$ cat config.mk
export PLATFORM = sky130hd
export DESIGN_NAME = rss_row_update
export DESIGN_NICKNAME = d
export VERILOG_FILES = /design/src/rtl/rss_pkg.sv /design/src/rtl/rss_row_update.sv
export SDC_FILE = /design/constraint.sdc
export NUM_CORES = 1
export LEC_CHECK = 0
export ABC_AREA = 1
export BUFFER_PORTS_ARGS = -buffer_cell sky130_fd_sc_hd__buf_2
export CAP_MARGIN = 20
export CORE_MARGIN = 5
export CORE_UTILIZATION = 45
export DETAILED_ROUTE_END_ITERATION = 8
export GPL_ROUTABILITY_DRIVEN = 0
export PLACE_DENSITY = 0.78
export SETUP_SLACK_MARGIN = 0.02
export SYNTH_ARGS = -nofsm -noshare
export SYNTH_HDL_FRONTEND = slang
export SYNTH_SLANG_ARGS = --single-unit
$ cat constraint.sdc
create_clock -name vclk -period 1.4
set_input_delay 0.21 -clock vclk [all_inputs]
set_output_delay 0.21 -clock vclk [all_outputs]
set_load 0.005 [all_outputs]
$ cat src/rtl/rss_pkg.sv
// shared constants, codes and types for the range symbol substitution block
package rss_pkg;

   localparam int BUFFER_DEPTH  = 1024;
   localparam int ALPHABET_SIZE = 26;

   localparam int SYM_W  = 5;
   localparam int POS_W  = 10;
   localparam int LEN_W  = 11;
   localparam int LANE_W = 4;
   localparam int LANES  = 1 << LANE_W;
   localparam int ROW_W  = POS_W - LANE_W;
   localparam int ROWS   = BUFFER_DEPTH / LANES;

   typedef enum logic [1:0] {
      OP_LOAD    = 2'd0,
      OP_REPLACE = 2'd1,
      OP_READ    = 2'd2
   } op_type;

   typedef enum logic [1:0] {
      ST_IDLE,
      ST_SWEEP,
      ST_READ
   } state_type;

   typedef logic [LANES-1:0][SYM_W-1:0] row_type;

   typedef struct packed {
      logic [LANE_W-1:0] lane_lo;
      logic [LANE_W-1:0] lane_hi;
      logic [SYM_W-1:0]  match_symbol;
      logic [SYM_W-1:0]  new_symbol;
   } sweep_ctrl_type;

endpackage

$ cat src/rtl/rss_row_update.sv
// substitution of matching symbols across the selected lanes of one buffer row
module rss_row_update
   import rss_pkg::*;
(
   input  row_type        row_data,
   input  sweep_ctrl_type ctrl,
   output row_type        row_new
);

   always_comb begin
      for (int l = 0; l < LANES; l++) begin
         if ((LANE_W'(l) >= ctrl.lane_lo) && (LANE_W'(l) <= ctrl.lane_hi) &&
             (row_data[l] == ctrl.match_symbol)) begin
            row_new[l] = ctrl.new_symbol;
         end else begin
            row_new[l] = row_data[l];
         end
      end
   end

endmodule

After elaboration in Yosys (flattened, before gate mapping)
Cells that the tools add are included.
{"block": "totals", "input_bits": 98, "ff_bits": 0, "elab_cells": 96, "out_inout_bits": 80}
{"block": "op_classes", "eq_ne": 16, "n_reduce_logical": 32, "n_mux": 16, "magnitude_cmp": 32}
{"cell": "equality test 5 bit", "count": 16}
{"cell": "2-to-1 mux 5 bit", "count": 16}
{"cell": "greater-or-equal comparator 4 bit, first input constant", "count": 8}
{"cell": "less-or-equal comparator 4 bit, first input constant", "count": 8}
{"cell": "logical AND 1 bit", "count": 32}
{"cell": "greater-or-equal comparator 3 x 4 -> 1 bit, first input constant", "count": 4}
{"cell": "less-or-equal comparator 3 x 4 -> 1 bit, first input constant", "count": 4}
{"cell": "greater-or-equal comparator 1 x 4 -> 1 bit, first input constant", "count": 2}
{"cell": "greater-or-equal comparator 2 x 4 -> 1 bit, first input constant", "count": 2}
{"cell": "less-or-equal comparator 1 x 4 -> 1 bit, first input constant", "count": 2}
{"cell": "less-or-equal comparator 2 x 4 -> 1 bit, first input constant", "count": 2}

Depth between registers and ports, before layout
Gate-level depths: netlist (run 1).
{"block": "depth", "word_depth": 4, "ltp_mapped": 11, "mapped_depth_nobuf": 9}

Worst setup path before layout (run 1)
OpenSTA, ideal clock, no wires.
{"block": "synth_timing", "path_kind": "input to output", "start": "input ctrl[16] (netlist name)", "end": "output row_new[40] (netlist name)", "path_buffers": 1, "arrival_ns": 1.047, "setup_slack_ns": 0.143, "path_stages": 7, "required_time_ns": 1.190, "path_cell_list": "buf_2 > o21ai_0 > nand2_1 > nor2_4 > nand2_2 > nand2_1 > nand2_1"}
{"element": "start, declared", "line": "rss_row_update.sv:6", "source": "input sweep_ctrl_type ctrl,"}
{"element": "end, declared", "line": "rss_row_update.sv:7", "source": "output row_type row_new"}

==> flow_summary.rst, run 1 <==
.. list-table::
   :header-rows: 1

   * - Metric
     - Value
   * - Number of hold buffers added after CTS
     - 0
   * - Port Buffer Count
     - between 150 and 200
   * - Count of placed standard cells including taps
     - 966
   * - Combinational group share of total power
     - between 90% and 100%
   * - VDD IR max
     - roughly 0.00026 V
   * - Final-layout clock buffer total
     - 0
   * - Crit path capture type
     - output port
   * - Antenna diode count
     - 0
   * - Via count of the first global-routing pass
     - around 4.3k
   * - Achievable clock frequency
     - around 0.68 GHz
   * - Clock Power Share
     - 0%
   * - Start-to-end type of the worst setup path
     - in -> out
   * - 1st-iter DRT viols
     - 318
   * - Synth Instances
     - 688
   * - Endpoint arrival time on the critical path
     - 1260 ps
   * - Violations in the final reports
     - setup timing
   * - Number of violations of the max-capacitance limit
     - 0
   * - Routed length per instance
     - 15.5 um
   * - Average footprint of a synthesized cell
     - approximately 4.8 um^2
   * - Net Sw Frac
     - 57.1%
   * - Most frequent cells in the layout
     - 268 x sky130_fd_sc_hd__nand2_1, 164 x sky130_fd_sc_hd__buf_2, 83 x sky130_fd_sc_hd__nand2_2, 66 x sky130_fd_sc_hd__inv_1, 38 x sky130_fd_sc_hd__nand3_1
   * - Transition time at the pin with the least slew margin
     - 502 ps
   * - Reg area
     - 0 um^2
   * - Detailed Place HPWL
     - 9.70 mm
   * - Cell depth of the worst hold path
     - 4
   * - Total power draw
     - 1.82 mW
   * - Vias per cell
     - 5.22
   * - Slack of the critical path
     - -71.8 ps
   * - Worst Path Max Fanout
     - 6
   * - Post-route antenna net violation count
     - 0
   * - Detailed-routing iteration count for the pre-antenna-repair pass
     - 5
   * - Result of the run
     - finished with violations
   * - Yosys top cell area share
     - 41.4%
   * - Initial Utilization
     - 46.0%
   * - Endpoint, Worst Hold
     - row_new[3]
   * - Worst min-delay path class
     - in -> out
   * - Setup TNS
     - -1380 ps
   * - Worst hold slack
     - 706 ps
   * - Syn_nets
     - about 790
   * - Number of antenna violations at the first check in global routing
     - 0
   * - Standard-cell row count
     - 31
   * - Final cycle utilization of the critical path
     - 105%
   * - Synth top area cells
     - sky130_fd_sc_hd__nand2_1 41%, sky130_fd_sc_hd__nand3_1 8.8%, sky130_fd_sc_hd__inv_1 8.7%
   * - Final critical delay including setup and external delays
     - 1470 ps
   * - Area of the mapped netlist
     - about 0.0033 mm^2
   * - Post-layout utilization of the core
     - 79.4%
   * - Unrepaired setup endpoints after global routing
     - yes
   * - Cell variety after synth
     - 24
   * - Final hold vios
     - 0
   * - Leading cell type in the layout, fill and taps excluded
     - sky130_fd_sc_hd__nand2_1
   * - Switching pwr
     - 1.04 mW
   * - Fillers
     - 547
   * - Leakage component of the power
     - between 3 and 4 nW
   * - Largest net degree at the start of global routing
     - 17
   * - Area of the placeable core
     - around 0.0072 mm^2
   * - Vertical die dimension
     - 95.9 um
   * - Die ar.
     - approximately 0.0092 mm^2
   * - Relative slew slack
     - around 67%
   * - Power Density
     - about 320 mW/mm^2
   * - DIE WIDTH
     - around 96 um
   * - Setup violators final
     - 49
   * - I/O pin cnt
     - ~180
   * - Cell type with the largest total area after synthesis
     - sky130_fd_sc_hd__nand2_1
   * - Global-route wire length before repair
     - 20.6 mm
   * - Startpoint type of the worst setup path
     - input pin
   * - Total number of yosys warnings
     - 0
   * - Total number of sequential cells
     - 0
   * - Proportion of synthesized chip area in sequential cells
     - 0%
   * - Sequential share of power
     - 0%
   * - Required time at the worst-slack endpoint
     - 1190 ps
   * - DRC errors left
     - 0
   * - Number of slew-limit violations in the final report
     - 0
   * - Worst hold start
     - row_data[3]
   * - WL final
     - 15.2 mm
   * - Layout cell share with drive strength beyond 1
     - 51.4%
   * - Overall track demand over capacity in global routing
     - 28.1%
   * - Final Instance Count excl. Fillers
     - 979
   * - Leftover overflow at the end of global routing
     - 0
   * - Number of nets in the layout
     - 980
   * - Signed area change from the synthesized netlist to the final layout
     - 72.7%
   * - Via count
     - between 5k and 6k
   * - Internal Power
     - 781 uW
==> logic make-up (layout without fill, tap and decap cells) <==
kind of cell	Yosys count	after routing	share of synthesized area, %
and+or+nand+nor	526	526	72.3
buffers and inverters	113	305	16.4
xor gates and xnor gates	26	26	7.09
AOI/OAI and AO/OA	23	23	4.22
==> cells in the mapped netlist <==
cell type / count
sky130_fd_sc_hd__nand2_1: 366
sky130_fd_sc_hd__inv_1: 77
sky130_fd_sc_hd__nand3_1: 58
sky130_fd_sc_hd__nor2_1: 25
sky130_fd_sc_hd__nor2_4: 23
sky130_fd_sc_hd__nand4_1: 20
sky130_fd_sc_hd__xnor2_1: 18
sky130_fd_sc_hd__buf_6: 13
sky130_fd_sc_hd__nand3_2: 12
sky130_fd_sc_hd__nor2_2: 11
sky130_fd_sc_hd__nand2_2: 10
sky130_fd_sc_hd__o21bai_1: 10
sky130_fd_sc_hd__buf_2: 9
sky130_fd_sc_hd__xor2_1: 7
sky130_fd_sc_hd__a21oi_1: 5
sky130_fd_sc_hd__clkbuf_1: 5
sky130_fd_sc_hd__inv_2: 5
sky130_fd_sc_hd__o21ai_1: 5
sky130_fd_sc_hd__o21ai_0: 3
sky130_fd_sc_hd__inv_4: 2
sky130_fd_sc_hd__buf_4: 1
sky130_fd_sc_hd__clkinv_2: 1
sky130_fd_sc_hd__nor3_1: 1
sky130_fd_sc_hd__xnor2_2: 1
==> what timing repair did <==
item                       CTS  global route
setup buffers                5             3
setup endpoints to repair   80            80
gates cloned                 4             1
pin swaps                   89           120
gates resized for setup     91           202
==> layer usage <==
layer / vias up / wire length (um) / global-route usage (%)
li1: 2498 / - / -
met2: 291 / 7620 / 50.3
met1: 2270 / 5560 / 35.4
met4: 0 / 576 / 6.87
met5: - / 0 / 0
met3: 55 / 1420 / 3.44
==> power by group through the flow <==
stage	logic [mW]	clock network, mW	registers [mW]
2_1_floorplan	0.773	0	0
3_3_place_gp	1.27	0	0
3_5_place_dp	1.28	0	0
4_1_cts	1.49	0	0
5_1_grt	1.96	0	0
6_report	1.82	0	0
==> how the worst max path moves through the flow <==
stage | slack, ps | to | from
after global placement | -150 | row_new[73] | ctrl[6]
after floorplan | 140 | row_new[40] | ctrl[16]
final | -70 | row_new[53] | ctrl[8]
after global routing | -130 | row_new[48] | ctrl[13]
after CTS | -30 | row_new[21] | ctrl[9]
after detailed placement | -160 | row_new[74] | ctrl[6]
==> final cells by class <==
type / instances / area (um^2) / area share (%)
tap: 99 / 124 / 2.16
inverter: 85 / 370 / 6.47
timing repair buffer: 220 / 1580 / 27.5
multi-input combinational: 575 / 3660 / 63.8
==> worst max-delay path, cell delays in order <==
cell and delay, ps:
sky130_fd_sc_hd__buf_12 120, sky130_fd_sc_hd__buf_12 140, sky130_fd_sc_hd__xnor2_4 130, sky130_fd_sc_hd__nand2_2 80, sky130_fd_sc_hd__nor2_4 190, sky130_fd_sc_hd__nand2_4 100, sky130_fd_sc_hd__nand2_1 70, sky130_fd_sc_hd__nand2_1 70
sky130_fd_sc_hd__buf_2 150
==> through the flow <==
stage / setup WS (ps) / area (um^2)
6_report: -71.8 / 5730
3_5_place_dp: -160 / 4390
5_1_grt: -134 / 5730
2_1_floorplan: 143 / 3320
3_3_place_gp: -145 / 4390
4_1_cts: -26.9 / 4920
(Power assumes the default switching activity.)
==> run 2: changes to the inputs <==
--- a/config.mk
+++ b/config.mk
@@ -8,12 +8,15 @@
 export ABC_AREA = 1
 export BUFFER_PORTS_ARGS = -buffer_cell sky130_fd_sc_hd__buf_2
 export CAP_MARGIN = 20
+export CELL_PAD_IN_SITES_DETAIL_PLACEMENT = 0
+export CELL_PAD_IN_SITES_GLOBAL_PLACEMENT = 2
 export CORE_MARGIN = 5
-export CORE_UTILIZATION = 45
+export CORE_UTILIZATION = 21
 export DETAILED_ROUTE_END_ITERATION = 8
 export GPL_ROUTABILITY_DRIVEN = 0
-export PLACE_DENSITY = 0.78
+export PLACE_DENSITY = 0.94
 export SETUP_SLACK_MARGIN = 0.02
+export SLEW_MARGIN = 15
 export SYNTH_ARGS = -nofsm -noshare
 export SYNTH_HDL_FRONTEND = slang
 export SYNTH_SLANG_ARGS = --single-unit
==> flow_summary.rst, run 2 (synthesized netlist as in run 1, its figures left out) <==
.. list-table::
   :header-rows: 1

   * - Metric
     - Value
   * - Worst min-delay path class
     - in -> out
   * - Start-to-end type of the worst setup path
     - in -> out
   * - Fillers
     - 1773
   * - Power Density
     - about 300 mW/mm^2
   * - Port Buffer Count
     - 178
   * - Setup violators final
     - 48
   * - Post-route antenna net violation count
     - 0
   * - Final-layout clock buffer total
     - 0
   * - Violations in the final reports
     - setup timing
   * - Leakage component of the power
     - 3.22 nW
   * - Detailed-routing iteration count for the pre-antenna-repair pass
     - 4
   * - Signed area change from the synthesized netlist to the final layout
     - 76.0%
   * - Most frequent cells in the layout
     - 287 x sky130_fd_sc_hd__nand2_1, 167 x sky130_fd_sc_hd__buf_2, 74 x sky130_fd_sc_hd__nand2_2, 71 x sky130_fd_sc_hd__inv_1, 42 x sky130_fd_sc_hd__nand3_1
   * - Final critical delay including setup and external delays
     - about 1500 ps
   * - Antenna diode count
     - 0
   * - Global-route wire length before repair
     - 24.4 mm
   * - Transition time at the pin with the least slew margin
     - 247 ps
   * - Area of the placeable core
     - around 0.016 mm^2
   * - 1st-iter DRT viols
     - 120
   * - Unrepaired setup endpoints after global routing
     - yes
   * - Final hold vios
     - 0
   * - Routed length per instance
     - 14.4 um
   * - Detailed Place HPWL
     - ~12 mm
   * - Die ar.
     - 0.0184 mm^2
   * - WL final
     - 15.9 mm
   * - Series of cell instances along the critical path
     - buf_12, clkinv_8, buf_12, nand2_1, nand2_1, nand3_2, o21bai_1, nand2_1, buf_2
   * - Crit path capture type
     - output port
   * - Via count of the first global-routing pass
     - 4690
   * - Number of buffers and inverters on the critical path
     - 4
   * - Endpoint arrival time on the critical path
     - 1260 ps
   * - I/O pin cnt
     - 178
   * - Worst Path Max Fanout
     - 6
   * - Setup TNS
     - -1170 ps
   * - Overall track demand over capacity in global routing
     - between 10% and 20%
   * - Standard-cell row count
     - 46
   * - Number of violations of the max-capacitance limit
     - 0
   * - Slack of the critical path
     - -72.8 ps
   * - Placed standard-cell area
     - around 0.0047 mm^2
   * - Leading cell type in the layout, fill and taps excluded
     - sky130_fd_sc_hd__nand2_1
   * - Largest net degree at the start of global routing
     - 17
   * - Number of nets in the layout
     - 988
   * - Initial Utilization
     - 21.1%
   * - Achievable clock frequency
     - 0.679 GHz
   * - Most common cell on crit path
     - sky130_fd_sc_hd__nand2_1
   * - DRC errors left
     - 0
   * - Via count
     - 4739
   * - DIE WIDTH
     - 136 um
   * - VDD IR max
     - 0.000176 V
   * - Slowest cell on the critical path
     - sky130_fd_sc_hd__o21bai_1
   * - Final cycle utilization of the critical path
     - 105%
   * - Largest delay contributor family on the critical path
     - buffers and inverters
   * - Reg area
     - 0 um^2
   * - Startpoint type of the worst setup path
     - input pin
   * - Result of the run
     - finished with violations
   * - Relative slew slack
     - ~83%
   * - Vertical die dimension
     - 136 um
   * - Number of antenna violations at the first check in global routing
     - 1
   * - Maximum cell stage delay along the critical path
     - 220 ps
   * - Layout cell share with drive strength beyond 1
     - about half
   * - Post-layout utilization of the core
     - 37.2%
   * - Vias per cell
     - 4.29
   * - Required time at the worst-slack endpoint
     - 1190 ps
   * - Final instance area
     - 0.00584 mm^2
   * - Total number of sequential cells
     - 0
   * - Leftover overflow at the end of global routing
     - 0
   * - Number of slew-limit violations in the final report
     - 0
-- run 2: changes by cell type in the layout (fill, tap and decap cells not counted), moves of 5 or more --
| cell | previous run | this run |
|---|---|---|
| sky130_fd_sc_hd__nand2_1 | 268 | 287 |
| sky130_fd_sc_hd__nand2_4 | 25 | 15 |
| sky130_fd_sc_hd__buf_12 | 13 | 22 |
| sky130_fd_sc_hd__nand2_2 | 83 | 74 |
| sky130_fd_sc_hd__inv_1 | 66 | 71 |
| sky130_fd_sc_hd__nand3_2 | 25 | 20 |
| sky130_fd_sc_hd__nor2_1 | 10 | 15 |
-- run 2: area by class of cell --
type	count	area [um^2]	share of cell area [%]
well taps	216	270	4.63
multi-input cells	575	3540	60.7
inverters	85	365	6.26
repair buffers	228	1660	28.4
-- run 2: worst paths after layout --
check | startpoint | slack [ps] | end | cells after the start
worst min-delay path | row_data[46] | 710 | row_new[46] | 4
worst max-delay path | ctrl[7] | -70 | row_new[73] | 9
-- run 2: timing repair --
action | 4_1_cts | 5_1_grt
pin swaps | 84 | 86
resized for setup | 124 | 128
cloned | 2 | 0
endpoints found under the hold margin | 0 | 0
hold buffers | 0 | 0
buffers inserted | 6 | 4
endpoints found under the setup margin | 80 | 80
-- run 2: report_power, final --
group | switching (mW) | total, mW | leakage (nW) | internal [mW]
logic | 0.989 | 1.78 | 3.22 | 0.788
clock network | 0 | 0 | 0 | 0
registers | 0 | 0 | 0 | 0
total | 0.989 | 1.78 | 3.22 | 0.788
-- run 2: per-layer routing --
metal  track usage, %  share of wire, %  vias up
met2             30.8                51      121
met4            0.952              0.74        2
met3             1.75               5.1       12
li1                 -                 -     2510
met1             21.3                44     2094
met5                0             0.082        -
-- run 2: stage by stage --
step	hold slack (ps)	cells	power [mW]	setup slack, ps
final	713	1104	1.78	-72.8
after CTS	718	1101	1.61	-48.5
after detailed placement	714	1093	1.38	-152
after floorplan	511	688	0.773	143
after global placement	712	1093	1.37	-167
after global routing	736	1104	1.95	-147
-- run 2: tightest hold or removal path: stages --
cell and delay, ps:
sky130_fd_sc_hd__buf_2 110, sky130_fd_sc_hd__nand2_2 40, sky130_fd_sc_hd__nand2_1 40, sky130_fd_sc_hd__buf_2 100
